--- src/hw/rtl/pvwa_pkg.sv ---
// ----------------------------------------------------------------------------
// pvwa_pkg
// shared types, codes and widths of the pitch vote window agents block
// ----------------------------------------------------------------------------
package pvwa_pkg;

    localparam int NUM_AGENTS_DEF = 16;
    localparam int MAX_RESULTS    = 16;
    localparam int NOUT_W         = 5;
    localparam int QW             = 17;

    localparam logic [1:0] OP_AMP   = 2'd0;
    localparam logic [1:0] OP_PITCH = 2'd1;
    localparam logic [1:0] OP_TICK  = 2'd2;
    localparam logic [1:0] OP_STOP  = 2'd3;

    localparam logic CFG_WINDOW  = 1'b0;
    localparam logic CFG_MINPROB = 1'b1;

    localparam logic DIV_PROB = 1'b0;
    localparam logic DIV_MEAN = 1'b1;

    typedef enum logic [10:0] {
        S_IDLE  = 11'b000_0000_0001,
        S_CRD   = 11'b000_0000_0010,
        S_CWR   = 11'b000_0000_0100,
        S_OPEN  = 11'b000_0000_1000,
        S_TRD   = 11'b000_0001_0000,
        S_TEVAL = 11'b000_0010_0000,
        S_PDIV  = 11'b000_0100_0000,
        S_PCHK  = 11'b000_1000_0000,
        S_MDIV  = 11'b001_0000_0000,
        S_PUSH  = 11'b010_0000_0000,
        S_FLUSH = 11'b100_0000_0000
    } t_state;

    typedef struct packed {
        logic [15:0] pitch;
        logic [23:0] hits;
        logic [23:0] seen;
        logic [39:0] sum;
        logic [15:0] tl;
    } t_agent;

    typedef struct packed {
        logic [15:0] pitch;
        logic [15:0] mean;
        logic [16:0] prob;
    } t_res;

    typedef struct packed {
        logic amp_ld;
        logic pitch_ld;
        logic stop;
        logic rd;
        logic cnt_upd;
        logic open;
        logic tk_upd;
        logic div_start;
        logic div_sel;
        logic prob_ld;
        logic mean_ld;
        logic push;
        logic flush;
    } t_cmd;

    typedef struct packed {
        logic live;
        logic expire;
        logic div_done;
        logic div_busy;
        logic prob_ok;
        logic can_push;
        logic out_free;
        logic pend_v;
    } t_sts;

endpackage

--- src/hw/rtl/pvwa_div.sv ---
// ----------------------------------------------------------------------------
// pvwa_div
// restoring divider, one quotient bit per cycle, quotient saturates
// ----------------------------------------------------------------------------
module pvwa_div
    import pvwa_pkg::*;
(
    input  logic          i_clk,
    input  logic          i_rst_n,
    input  logic          i_start,
    input  logic [39:0]   i_dvd,
    input  logic [23:0]   i_dvs,
    output logic          o_busy,
    output logic          o_done,
    output logic [QW-1:0] o_quo
);

    logic          r_busy;
    logic          r_done;
    logic [4:0]    r_cnt;
    logic [23:0]   r_rem;
    logic [QW-1:0] r_low;
    logic [23:0]   r_dvs;
    logic [QW-1:0] r_q;
    logic [24:0]   n_trial;

    assign n_trial = {r_rem, r_low[QW-1]};

    always_ff @(posedge i_clk) begin
        if (!i_rst_n) begin
            r_busy <= 1'b0;
            r_done <= 1'b0;
        end else begin
            r_done <= 1'b0;
            if (i_start) begin
                r_dvs <= i_dvs;
                r_cnt <= '0;
                if (i_dvs == '0) begin
                    r_q    <= '0;
                    r_done <= 1'b1;
                end else if ({1'b0, i_dvd} >= {i_dvs, {QW{1'b0}}}) begin
                    r_q    <= '1;
                    r_done <= 1'b1;
                end else begin
                    r_q    <= '0;
                    r_rem  <= {1'b0, i_dvd[39:QW]};
                    r_low  <= i_dvd[QW-1:0];
                    r_busy <= 1'b1;
                end
            end else if (r_busy) begin
                if (n_trial >= {1'b0, r_dvs}) begin
                    r_rem <= 24'(n_trial - {1'b0, r_dvs});
                    r_q   <= {r_q[QW-2:0], 1'b1};
                end else begin
                    r_rem <= n_trial[23:0];
                    r_q   <= {r_q[QW-2:0], 1'b0};
                end
                r_low <= {r_low[QW-2:0], 1'b0};
                r_cnt <= r_cnt + 5'd1;
                if (r_cnt == 5'(QW - 1)) begin
                    r_busy <= 1'b0;
                    r_done <= 1'b1;
                end
            end
        end
    end

    assign o_busy = r_busy;
    assign o_done = r_done;
    assign o_quo  = r_q;

endmodule

--- src/hw/rtl/pvwa_dp.sv ---
// ----------------------------------------------------------------------------
// pvwa_dp
// agent store, counting and expiry updates, divider and result registers
// ----------------------------------------------------------------------------
module pvwa_dp
    import pvwa_pkg::*;
#(
    parameter int NUM_AGENTS = NUM_AGENTS_DEF,
    parameter int IW         = $clog2(NUM_AGENTS)
)(
    input  logic          i_clk,
    input  logic          i_rst_n,
    input  t_cmd          i_cmd,
    input  logic [IW-1:0] i_idx,
    output t_sts          o_sts,
    input  logic [15:0]   i_pitch,
    input  logic [15:0]   i_amplitude,
    input  logic          i_cfg_we,
    input  logic          i_cfg_idx,
    input  logic [16:0]   i_cfg_data,
    output logic          o_out_valid,
    input  logic          i_out_ready,
    output logic [15:0]   o_voted_pitch,
    output logic [15:0]   o_mean_amplitude,
    output logic [16:0]   o_probability,
    output logic          o_last
);

    t_agent              r_mem [NUM_AGENTS];
    t_agent              r_rd;
    logic [NUM_AGENTS-1:0] r_live;
    logic [15:0]         r_window;
    logic [16:0]         r_minprob;
    logic [15:0]         r_held;
    logic [15:0]         r_pin;
    logic [IW-1:0]       r_free;
    logic                r_free_v;
    logic [16:0]         r_prob;
    logic [15:0]         r_mean;
    logic                r_pend_v;
    t_res                r_pend;
    logic                r_out_v;
    t_res                r_out;
    logic                r_last;

    logic                n_we;
    logic [IW-1:0]       n_waddr;
    t_agent              n_wdata;
    logic                n_live;
    logic                n_expire;
    logic [40:0]         n_sum;
    logic [39:0]         n_dvd;
    logic [23:0]         n_dvs;
    logic                w_div_busy;
    logic                w_div_done;
    logic [QW-1:0]       w_quo;
    t_res                n_res;

    assign n_live   = r_live[i_idx];
    assign n_expire = n_live && (r_rd.tl <= 16'd1);
    assign n_sum    = {1'b0, r_rd.sum} + {25'd0, r_held};

    always_comb begin
        n_we    = 1'b0;
        n_waddr = i_idx;
        n_wdata = r_rd;
        if (i_cmd.cnt_upd && n_live) begin
            n_we = 1'b1;
            if (r_rd.seen != '1) begin
                n_wdata.seen = r_rd.seen + 24'd1;
            end
            if (r_rd.pitch == r_pin) begin
                if (r_rd.hits != '1) begin
                    n_wdata.hits = r_rd.hits + 24'd1;
                end
                n_wdata.sum = n_sum[40] ? '1 : n_sum[39:0];
            end
        end else if (i_cmd.open) begin
            n_we    = 1'b1;
            n_waddr = r_free_v ? r_free : '0;
            n_wdata = '{pitch: r_pin, hits: 24'd1, seen: 24'd1,
                        sum: {24'd0, r_held}, tl: r_window};
        end else if (i_cmd.tk_upd && n_live && !n_expire) begin
            n_we       = 1'b1;
            n_wdata.tl = r_rd.tl - 16'd1;
        end
    end

    always_ff @(posedge i_clk) begin
        if (n_we) begin
            r_mem[n_waddr] <= n_wdata;
        end
        if (i_cmd.rd) begin
            r_rd <= r_mem[i_idx];
        end
    end

    always_ff @(posedge i_clk) begin
        if (!i_rst_n) begin
            r_live    <= '0;
            r_window  <= '0;
            r_minprob <= '0;
            r_held    <= '0;
            r_free_v  <= 1'b0;
        end else begin
            if (i_cfg_we) begin
                case (i_cfg_idx)
                    CFG_WINDOW:  r_window  <= i_cfg_data[15:0];
                    CFG_MINPROB: r_minprob <= i_cfg_data;
                    default:     r_window  <= r_window;
                endcase
            end
            if (i_cmd.amp_ld) begin
                r_held <= i_amplitude;
            end
            if (i_cmd.pitch_ld) begin
                r_pin    <= i_pitch;
                r_free_v <= 1'b0;
            end
            if (i_cmd.cnt_upd && !n_live && !r_free_v) begin
                r_free   <= i_idx;
                r_free_v <= 1'b1;
            end
            if (i_cmd.stop) begin
                r_live <= '0;
            end else if (i_cmd.open) begin
                r_live[n_waddr] <= 1'b1;
            end else if (i_cmd.tk_upd && n_expire) begin
                r_live[i_idx] <= 1'b0;
            end
        end
    end

    assign n_dvd = (i_cmd.div_sel == DIV_MEAN) ? r_rd.sum : {r_rd.hits, 16'd0};
    assign n_dvs = (i_cmd.div_sel == DIV_MEAN) ? r_rd.hits : r_rd.seen;

    pvwa_div u_div (
        .i_clk   (i_clk),
        .i_rst_n (i_rst_n),
        .i_start (i_cmd.div_start),
        .i_dvd   (n_dvd),
        .i_dvs   (n_dvs),
        .o_busy  (w_div_busy),
        .o_done  (w_div_done),
        .o_quo   (w_quo)
    );

    assign n_res = '{pitch: r_rd.pitch, mean: r_mean, prob: r_prob};

    always_ff @(posedge i_clk) begin
        if (i_cmd.prob_ld) begin
            r_prob <= w_quo;
        end
        if (i_cmd.mean_ld) begin
            r_mean <= w_quo[16] ? 16'hFFFF : w_quo[15:0];
        end
    end

    always_ff @(posedge i_clk) begin
        if (!i_rst_n) begin
            r_pend_v <= 1'b0;
            r_out_v  <= 1'b0;
        end else begin
            if (i_cmd.push) begin
                if (r_pend_v) begin
                    r_out   <= r_pend;
                    r_last  <= 1'b0;
                    r_out_v <= 1'b1;
                end else if (r_out_v && i_out_ready) begin
                    r_out_v <= 1'b0;
                end
                r_pend   <= n_res;
                r_pend_v <= 1'b1;
            end else if (i_cmd.flush) begin
                r_out    <= r_pend;
                r_last   <= 1'b1;
                r_out_v  <= 1'b1;
                r_pend_v <= 1'b0;
            end else if (r_out_v && i_out_ready) begin
                r_out_v <= 1'b0;
            end
        end
    end

    assign o_sts = '{live: n_live, expire: n_expire, div_done: w_div_done,
                     div_busy: w_div_busy, prob_ok: (r_prob >= r_minprob),
                     can_push: (!r_pend_v || !r_out_v), out_free: !r_out_v,
                     pend_v: r_pend_v};

    assign o_out_valid      = r_out_v;
    assign o_voted_pitch    = r_out.pitch;
    assign o_mean_amplitude = r_out.mean;
    assign o_probability    = r_out.prob;
    assign o_last           = r_last;

endmodule

--- src/hw/rtl/pvwa_ctrl.sv ---
// ----------------------------------------------------------------------------
// pvwa_ctrl
// sequencer: walks the agent slots for pitch counting and for ticks
// ----------------------------------------------------------------------------
module pvwa_ctrl
    import pvwa_pkg::*;
#(
    parameter int NUM_AGENTS = NUM_AGENTS_DEF,
    parameter int IW         = $clog2(NUM_AGENTS)
)(
    input  logic          i_clk,
    input  logic          i_rst_n,
    input  logic          i_in_valid,
    output logic          o_in_ready,
    input  logic [1:0]    i_op,
    input  t_sts          i_sts,
    output t_cmd          o_cmd,
    output logic [IW-1:0] o_idx
);

    t_state            r_state, n_state;
    logic [IW-1:0]     r_idx, n_idx;
    logic [NOUT_W-1:0] r_nout, n_nout;
    logic              n_acc;
    logic              n_end;

    assign n_acc = i_in_valid && (r_state == S_IDLE);
    assign n_end = (r_idx == IW'(NUM_AGENTS - 1));

    always_comb begin
        n_state = r_state;
        n_idx   = r_idx;
        n_nout  = r_nout;
        o_cmd   = '0;
        case (r_state)
            S_IDLE: begin
                if (n_acc) begin
                    n_idx = '0;
                    case (i_op)
                        OP_AMP:   o_cmd.amp_ld = 1'b1;
                        OP_PITCH: begin
                            o_cmd.pitch_ld = 1'b1;
                            n_state        = S_CRD;
                        end
                        OP_TICK: begin
                            n_nout  = '0;
                            n_state = S_TRD;
                        end
                        default:  o_cmd.stop = 1'b1;
                    endcase
                end
            end
            S_CRD: begin
                o_cmd.rd = 1'b1;
                n_state  = S_CWR;
            end
            S_CWR: begin
                o_cmd.cnt_upd = 1'b1;
                if (n_end) begin
                    n_state = S_OPEN;
                end else begin
                    n_idx   = r_idx + 1'b1;
                    n_state = S_CRD;
                end
            end
            S_OPEN: begin
                o_cmd.open = 1'b1;
                n_state    = S_IDLE;
            end
            S_TRD: begin
                o_cmd.rd = 1'b1;
                n_state  = S_TEVAL;
            end
            S_TEVAL: begin
                o_cmd.tk_upd = 1'b1;
                if (i_sts.expire) begin
                    o_cmd.div_start = 1'b1;
                    o_cmd.div_sel   = DIV_PROB;
                    n_state         = S_PDIV;
                end else if (n_end) begin
                    n_state = S_FLUSH;
                end else begin
                    n_idx   = r_idx + 1'b1;
                    n_state = S_TRD;
                end
            end
            S_PDIV: begin
                if (i_sts.div_done) begin
                    o_cmd.prob_ld = 1'b1;
                    n_state       = S_PCHK;
                end
            end
            S_PCHK: begin
                if (i_sts.prob_ok && (r_nout < NOUT_W'(MAX_RESULTS))) begin
                    o_cmd.div_start = 1'b1;
                    o_cmd.div_sel   = DIV_MEAN;
                    n_state         = S_MDIV;
                end else if (n_end) begin
                    n_state = S_FLUSH;
                end else begin
                    n_idx   = r_idx + 1'b1;
                    n_state = S_TRD;
                end
            end
            S_MDIV: begin
                o_cmd.div_sel = DIV_MEAN;
                if (i_sts.div_done) begin
                    o_cmd.mean_ld = 1'b1;
                    n_state       = S_PUSH;
                end
            end
            S_PUSH: begin
                if (i_sts.can_push) begin
                    o_cmd.push = 1'b1;
                    n_nout     = r_nout + 1'b1;
                    if (n_end) begin
                        n_state = S_FLUSH;
                    end else begin
                        n_idx   = r_idx + 1'b1;
                        n_state = S_TRD;
                    end
                end
            end
            S_FLUSH: begin
                if (!i_sts.pend_v) begin
                    n_state = S_IDLE;
                end else if (i_sts.out_free) begin
                    o_cmd.flush = 1'b1;
                    n_state     = S_IDLE;
                end
            end
            default: n_state = S_IDLE;
        endcase
    end

    always_ff @(posedge i_clk) begin
        if (!i_rst_n) begin
            r_state <= S_IDLE;
            r_idx   <= '0;
            r_nout  <= '0;
        end else begin
            r_state <= n_state;
            r_idx   <= n_idx;
            r_nout  <= n_nout;
        end
    end

    assign o_in_ready = (r_state == S_IDLE);
    assign o_idx      = r_idx;

endmodule

--- src/hw/rtl/pitch_vote_window_agents.sv ---
// ----------------------------------------------------------------------------
// pitch_vote_window_agents
// votes raw pitch estimates over a window of agents, one agent per estimate
// ----------------------------------------------------------------------------
// Transactions are handled one at a time. An amplitude update or a stop is
// done in the idle state. For a pitch estimate every agent slot is read from
// the agent store and written back in turn, then the new agent is opened. A
// tick walks every slot too, adding a probability division for each expiring
// agent and a mean amplitude division for each agent that emits, both on one
// shared bit-serial divider, and it may wait for the result register to be
// taken. Results leave through a one-deep holding stage and an output
// register, so the final transaction of a tick is known and flagged with
// o_last.
module pitch_vote_window_agents
    import pvwa_pkg::*;
#(
    parameter int NUM_AGENTS = NUM_AGENTS_DEF
)(
    input  logic        i_clk,
    input  logic        i_rst_n,
    input  logic        i_in_valid,
    output logic        o_in_ready,
    input  logic [1:0]  i_op,
    input  logic [15:0] i_pitch,
    input  logic [15:0] i_amplitude,
    output logic        o_out_valid,
    input  logic        i_out_ready,
    output logic [15:0] o_voted_pitch,
    output logic [15:0] o_mean_amplitude,
    output logic [16:0] o_probability,
    output logic        o_last,
    input  logic        i_cfg_we,
    input  logic        i_cfg_idx,
    input  logic [16:0] i_cfg_data
);

    localparam int IW = $clog2(NUM_AGENTS);

    t_cmd          w_cmd;
    t_sts          w_sts;
    logic [IW-1:0] w_idx;

    pvwa_ctrl #(
        .NUM_AGENTS (NUM_AGENTS),
        .IW         (IW)
    ) u_ctrl (
        .i_clk      (i_clk),
        .i_rst_n    (i_rst_n),
        .i_in_valid (i_in_valid),
        .o_in_ready (o_in_ready),
        .i_op       (i_op),
        .i_sts      (w_sts),
        .o_cmd      (w_cmd),
        .o_idx      (w_idx)
    );

    pvwa_dp #(
        .NUM_AGENTS (NUM_AGENTS),
        .IW         (IW)
    ) u_dp (
        .i_clk            (i_clk),
        .i_rst_n          (i_rst_n),
        .i_cmd            (w_cmd),
        .i_idx            (w_idx),
        .o_sts            (w_sts),
        .i_pitch          (i_pitch),
        .i_amplitude      (i_amplitude),
        .i_cfg_we         (i_cfg_we),
        .i_cfg_idx        (i_cfg_idx),
        .i_cfg_data       (i_cfg_data),
        .o_out_valid      (o_out_valid),
        .i_out_ready      (i_out_ready),
        .o_voted_pitch    (o_voted_pitch),
        .o_mean_amplitude (o_mean_amplitude),
        .o_probability    (o_probability),
        .o_last           (o_last)
    );

`ifndef SYNTHESIS
    a_prob_range: assert property (@(posedge i_clk) disable iff (!i_rst_n)
        o_out_valid |-> (o_probability <= 17'd65536))
        else $error("probability above one");

    a_idle_div: assert property (@(posedge i_clk) disable iff (!i_rst_n)
        o_in_ready |-> !w_sts.div_busy)
        else $error("divider busy while taking transactions");

    a_idle_pend: assert property (@(posedge i_clk) disable iff (!i_rst_n)
        (i_in_valid && o_in_ready) |-> !w_sts.pend_v)
        else $error("held result left over after tick");
`endif

endmodule

--- config.mk ---
export PLATFORM = sky130hd
export DESIGN_NAME = pitch_vote_window_agents
export DESIGN_NICKNAME = d
export VERILOG_FILES = /design/src/hw/rtl/pvwa_pkg.sv /design/src/hw/rtl/pvwa_div.sv /design/src/hw/rtl/pvwa_dp.sv /design/src/hw/rtl/pvwa_ctrl.sv /design/src/hw/rtl/pitch_vote_window_agents.sv
export SDC_FILE = /design/constraint.sdc
export NUM_CORES = 2
export LEC_CHECK = 0
export BUFFER_PORTS_ARGS = -buffer_cell sky130_fd_sc_hd__buf_2
export CAP_MARGIN = 20
export CORE_MARGIN = 10
export CORE_UTILIZATION = 59
export CTS_BUF_LIST = sky130_fd_sc_hd__clkbuf_4 sky130_fd_sc_hd__clkbuf_8
export CTS_CLUSTER_DIAMETER = 60
export DETAILED_ROUTE_END_ITERATION = 8
export PLACE_DENSITY = 0.88
export SLEW_MARGIN = 20
export SYNTH_ARGS = -nofsm -noshare
export SYNTH_HDL_FRONTEND = slang
export SYNTH_SLANG_ARGS = --single-unit
--- constraint.sdc ---
create_clock -name i_clk -period 14.7 [get_ports i_clk]
set_input_delay 0.735 -clock i_clk [delete_from_list [all_inputs] [get_ports i_clk]]
set_output_delay 0.735 -clock i_clk [all_outputs]
set_load 0.01 [all_outputs]
==> results.md <==
* Clock skew at 0.1112 ns
* CP max stage delay at 0.92 ns
* Cell mode on critical path: a21oi_1
* GR Layer Usage met3 at 0.06840
* Cts repair resizes at 0
* GPL Wtd Cong at 0.9102
* Final instance area at 105700 sq um
* Clk root buf: clkbuf_8
* Htree depth at 5
* Initial DRC count at 8231
* Seq cells post-synth at 2369
* Commonest non-fill, non-tap cell in the layout: edfxtp_1
* Core Area at 158700 sq um
* Register clock-pin slew on the reported worst setup and hold paths at 0.07 ns
* Share of layout cells above drive strength 1 at 0.2797
* Tot GR Track Use at 0.2666
* F_max at 0.1413 GHz
* Final wirelength at 235900 um
* Synthesized area per cell at 19.82 sq um
* Hold path start: i_rst_n
* Port bufs at 108
* Final Max Tran Viols at 0
* Slew of the pin with the lowest slew margin at 1.161 ns
* CP delay by family, top: simple AND/OR/NAND/NOR gates
* Hold Crit Class: primary input to register
* Largest net degree at the start of global routing at 117
* Drt first pass iters at 9
* WP data required at 15.33 ns
* Congestion Overflow GR at 0
* Global route hottest layer: met2
* Post-synth EDFFs at 2279
* Drt drc at 0
* Post-Place Cells at 6855
* Die W at 420.2 um
* Cell Chain, Critical Path: ha_1 -> nand4_1 -> or2_2 -> a211oi_1 -> o31a_1 -> and2_1 -> or2_2 -> buf_4 -> mux2_2 -> ha_1 -> a21oi_1 -> a21boi_0 -> o311a_1 -> o32ai_1 -> a21oi_1 -> nor3_1 -> a21oi_1 -> o21ai_0 -> and2_2
* Cts bufs inserted at 371
* Worst Path Max Fanout at 41
* Asr flop ratio synth at 0
* Clk sink count at 2369
* FF-to-FF setup slack at 7.62 ns
* Ys flop type: edfxtp_1
* Site Rows at 146
* Nets at 5359
* Final worst slack at 7.623 ns
* Die Area at 176500 sq um
* Layout area overhead at 11.90%
* Cell area after placement at 97880 sq um
* Mapped cell area at 94480 sq um
* Post-Layout Cell Count at 7568
* Final design utilization at 0.6660
* Initial antenna violation count at 6
* Synthesized instance count at 4766
* Slowest CP cell: and2_2
* Critical R2R Launch: u_dp.r_prob[12]$_DFFE_PP_
* WS Path Type: register to register
* Dpl hpwl at 129800 um
* Crit path capture type: register
* CTS tree: built
* Met2 usage at 0.4310
* Peak supply drop at 0.1158 mV
* Number of max-cap violations at 0
* Met1 GRT Util at 0.3431
* CP Data Arrival Time at 7.71 ns
* Worst Setup Start Kind: register
* Buf/Inv on CP at 1
* Netlist cell types at 90
* I/O Pins at 109
* PwrDens at 128.0 nW/um^2
* Worst-skew pair later-pin latency at 1.10 ns
* Setup-failing EPs final at 0
* Yosys warning count at 0
* Worst Setup SP: u_dp.r_prob[12]$_DFFE_PP_
* Setup_tns at 0 ns
* Starting Density at 0.5952
* Synthesized Nets at 4916
* Via density at 6.869
* Drt wl/cell at 31.17 um
* Vias at 51.98k
* Leakage power at 26.55 nW
* Most frequent cells in the layout: 2279 x edfxtp_1, 605 x mux4_2, 379 x clkbuf_8
* Worst slack at placement at 7.840 ns
* Vias in the first global route at 53.55k
* Register area share after synthesis at 0.7434
* CTS max path bufs at 4
* First-pass GRT wire length at 348300 um
* RSZ-0062 raised after global routing: false
* Design Power at 13.54 mW
* Worst slew margin at 0.2203
* Tmin final at 7.077 ns
* Status: finished clean
* WHS at 0.09971 ns
* Die height at 420.2 um
* Final hold violation count at 0
* Post-CTS Setup Bufs at 0
* Antenna-violating nets left at 0
* Tcrit/Tclk final at 0.4814
worst paths after layout:
check / cells after the start / endpoint
setup / recovery: 19 / u_dp.u_div.r_rem[10]$_DFFE_PP_
setup reg to reg: 19 / u_dp.u_div.r_rem[10]$_DFFE_PP_
hold / removal: 3 / u_dp.r_pend_v$_SDFFE_PN0P_
hold reg to reg: 0 / u_dp.o_voted_pitch[4]$_DFFE_PP_
power breakdown:
part	internal, mW	switching, mW
combinational	0.318	0.392
sequential	7.32	0.0366
clock	2.93	2.54
worst reg2reg max path, stage by stage, from the launching register on:
cell and delay (ns):
edfxtp_1 0.40, ha_1 0.34, nand4_1 0.11, or2_2 0.30
a211oi_1 0.21, o31a_1 0.43, and2_1 0.75, or2_2 0.32
buf_4 0.49, mux2_2 0.42, ha_1 0.31, a21oi_1 0.14
a21boi_0 0.12, o311a_1 0.34, o32ai_1 0.44, a21oi_1 0.16
nor3_1 0.21, a21oi_1 0.10, o21ai_0 0.12, and2_2 0.92
repair_timing:
| action | in CTS | in global routing |
|---|---|---|
| endpoints found under the hold margin | 66 | 0 |
| setup endpoints to repair | 0 | 0 |
| hold buffers | 50 | 0 |
final cells by class:
class / instances / area [sq um]
multi-input combinational: 2088 / 23290
sequential: 2369 / 70250
fill: 9117 / 53020
timing repair buffer: 285 / 2047
inverter: 94 / 352.8
antenna: 5 / 12.51
clock buffer: 477 / 5952
tap: 2072 / 2592
clock inverter: 178 / 1227
layer usage:
layer,vias up,share of wire
li1,20540,-
met5,-,0.00011
met2,4438,0.49
met4,4,0.050
met3,902,0.12
met1,26100,0.34
cell families (layout without fill, tap and decap cells):
family | Yosys count | after routing | synth area share
AOI/OAI and AO/OA | 437 | 437 | 0.03023
other | 0 | 5 | 0
muxes | 689 | 689 | 0.1534
and+or+nand+nor | 809 | 809 | 0.04169
buffers and inverters | 309 | 1034 | 0.01324
adders and majority gates | 93 | 93 | 0.01247
DFF | 2369 | 2369 | 0.7434
xor gates and xnor gates | 60 | 60 | 0.005562
cell usage after synthesis, drive strengths merged, types with 37 or more instances:
master	instances	area, sq um
a21oi	146	734.5
o21ai	81	409.1
mux2i	62	620.6
nand4	38	237.7
ha	91	1139
xnor2	38	332.8
nand3	64	325.3
nor2	158	618.1
dfxtp	90	1802
clkbuf	137	514.2
a21o	37	277.8
buf	78	384.1
mux4	605	13630
nand2	308	1161
edfxtp	2279	68440
inv	93	349.1
nor3	54	301.6
flip-flops by register name, summed over array words and instances (netlist names), 16 cells and up:
name                   flops
u_dp.n_res                16
u_dp.o_mean_amplitude     16
u_dp.o_probability        17
u_dp.o_voted_pitch        16
u_dp.r_held               16
u_dp.r_live               16
u_dp.r_mean               16
u_dp.r_mem              1920
u_dp.r_minprob            17
u_dp.r_pend               49
u_dp.r_pin                16
u_dp.r_prob               17
u_dp.r_rd                104
u_dp.r_window             16
u_dp.u_div.o_quo          17
u_dp.u_div.r_dvs          24
u_dp.u_div.r_low          17
u_dp.u_div.r_rem          24
Note: power is estimated with default switching activity, not from simulation.
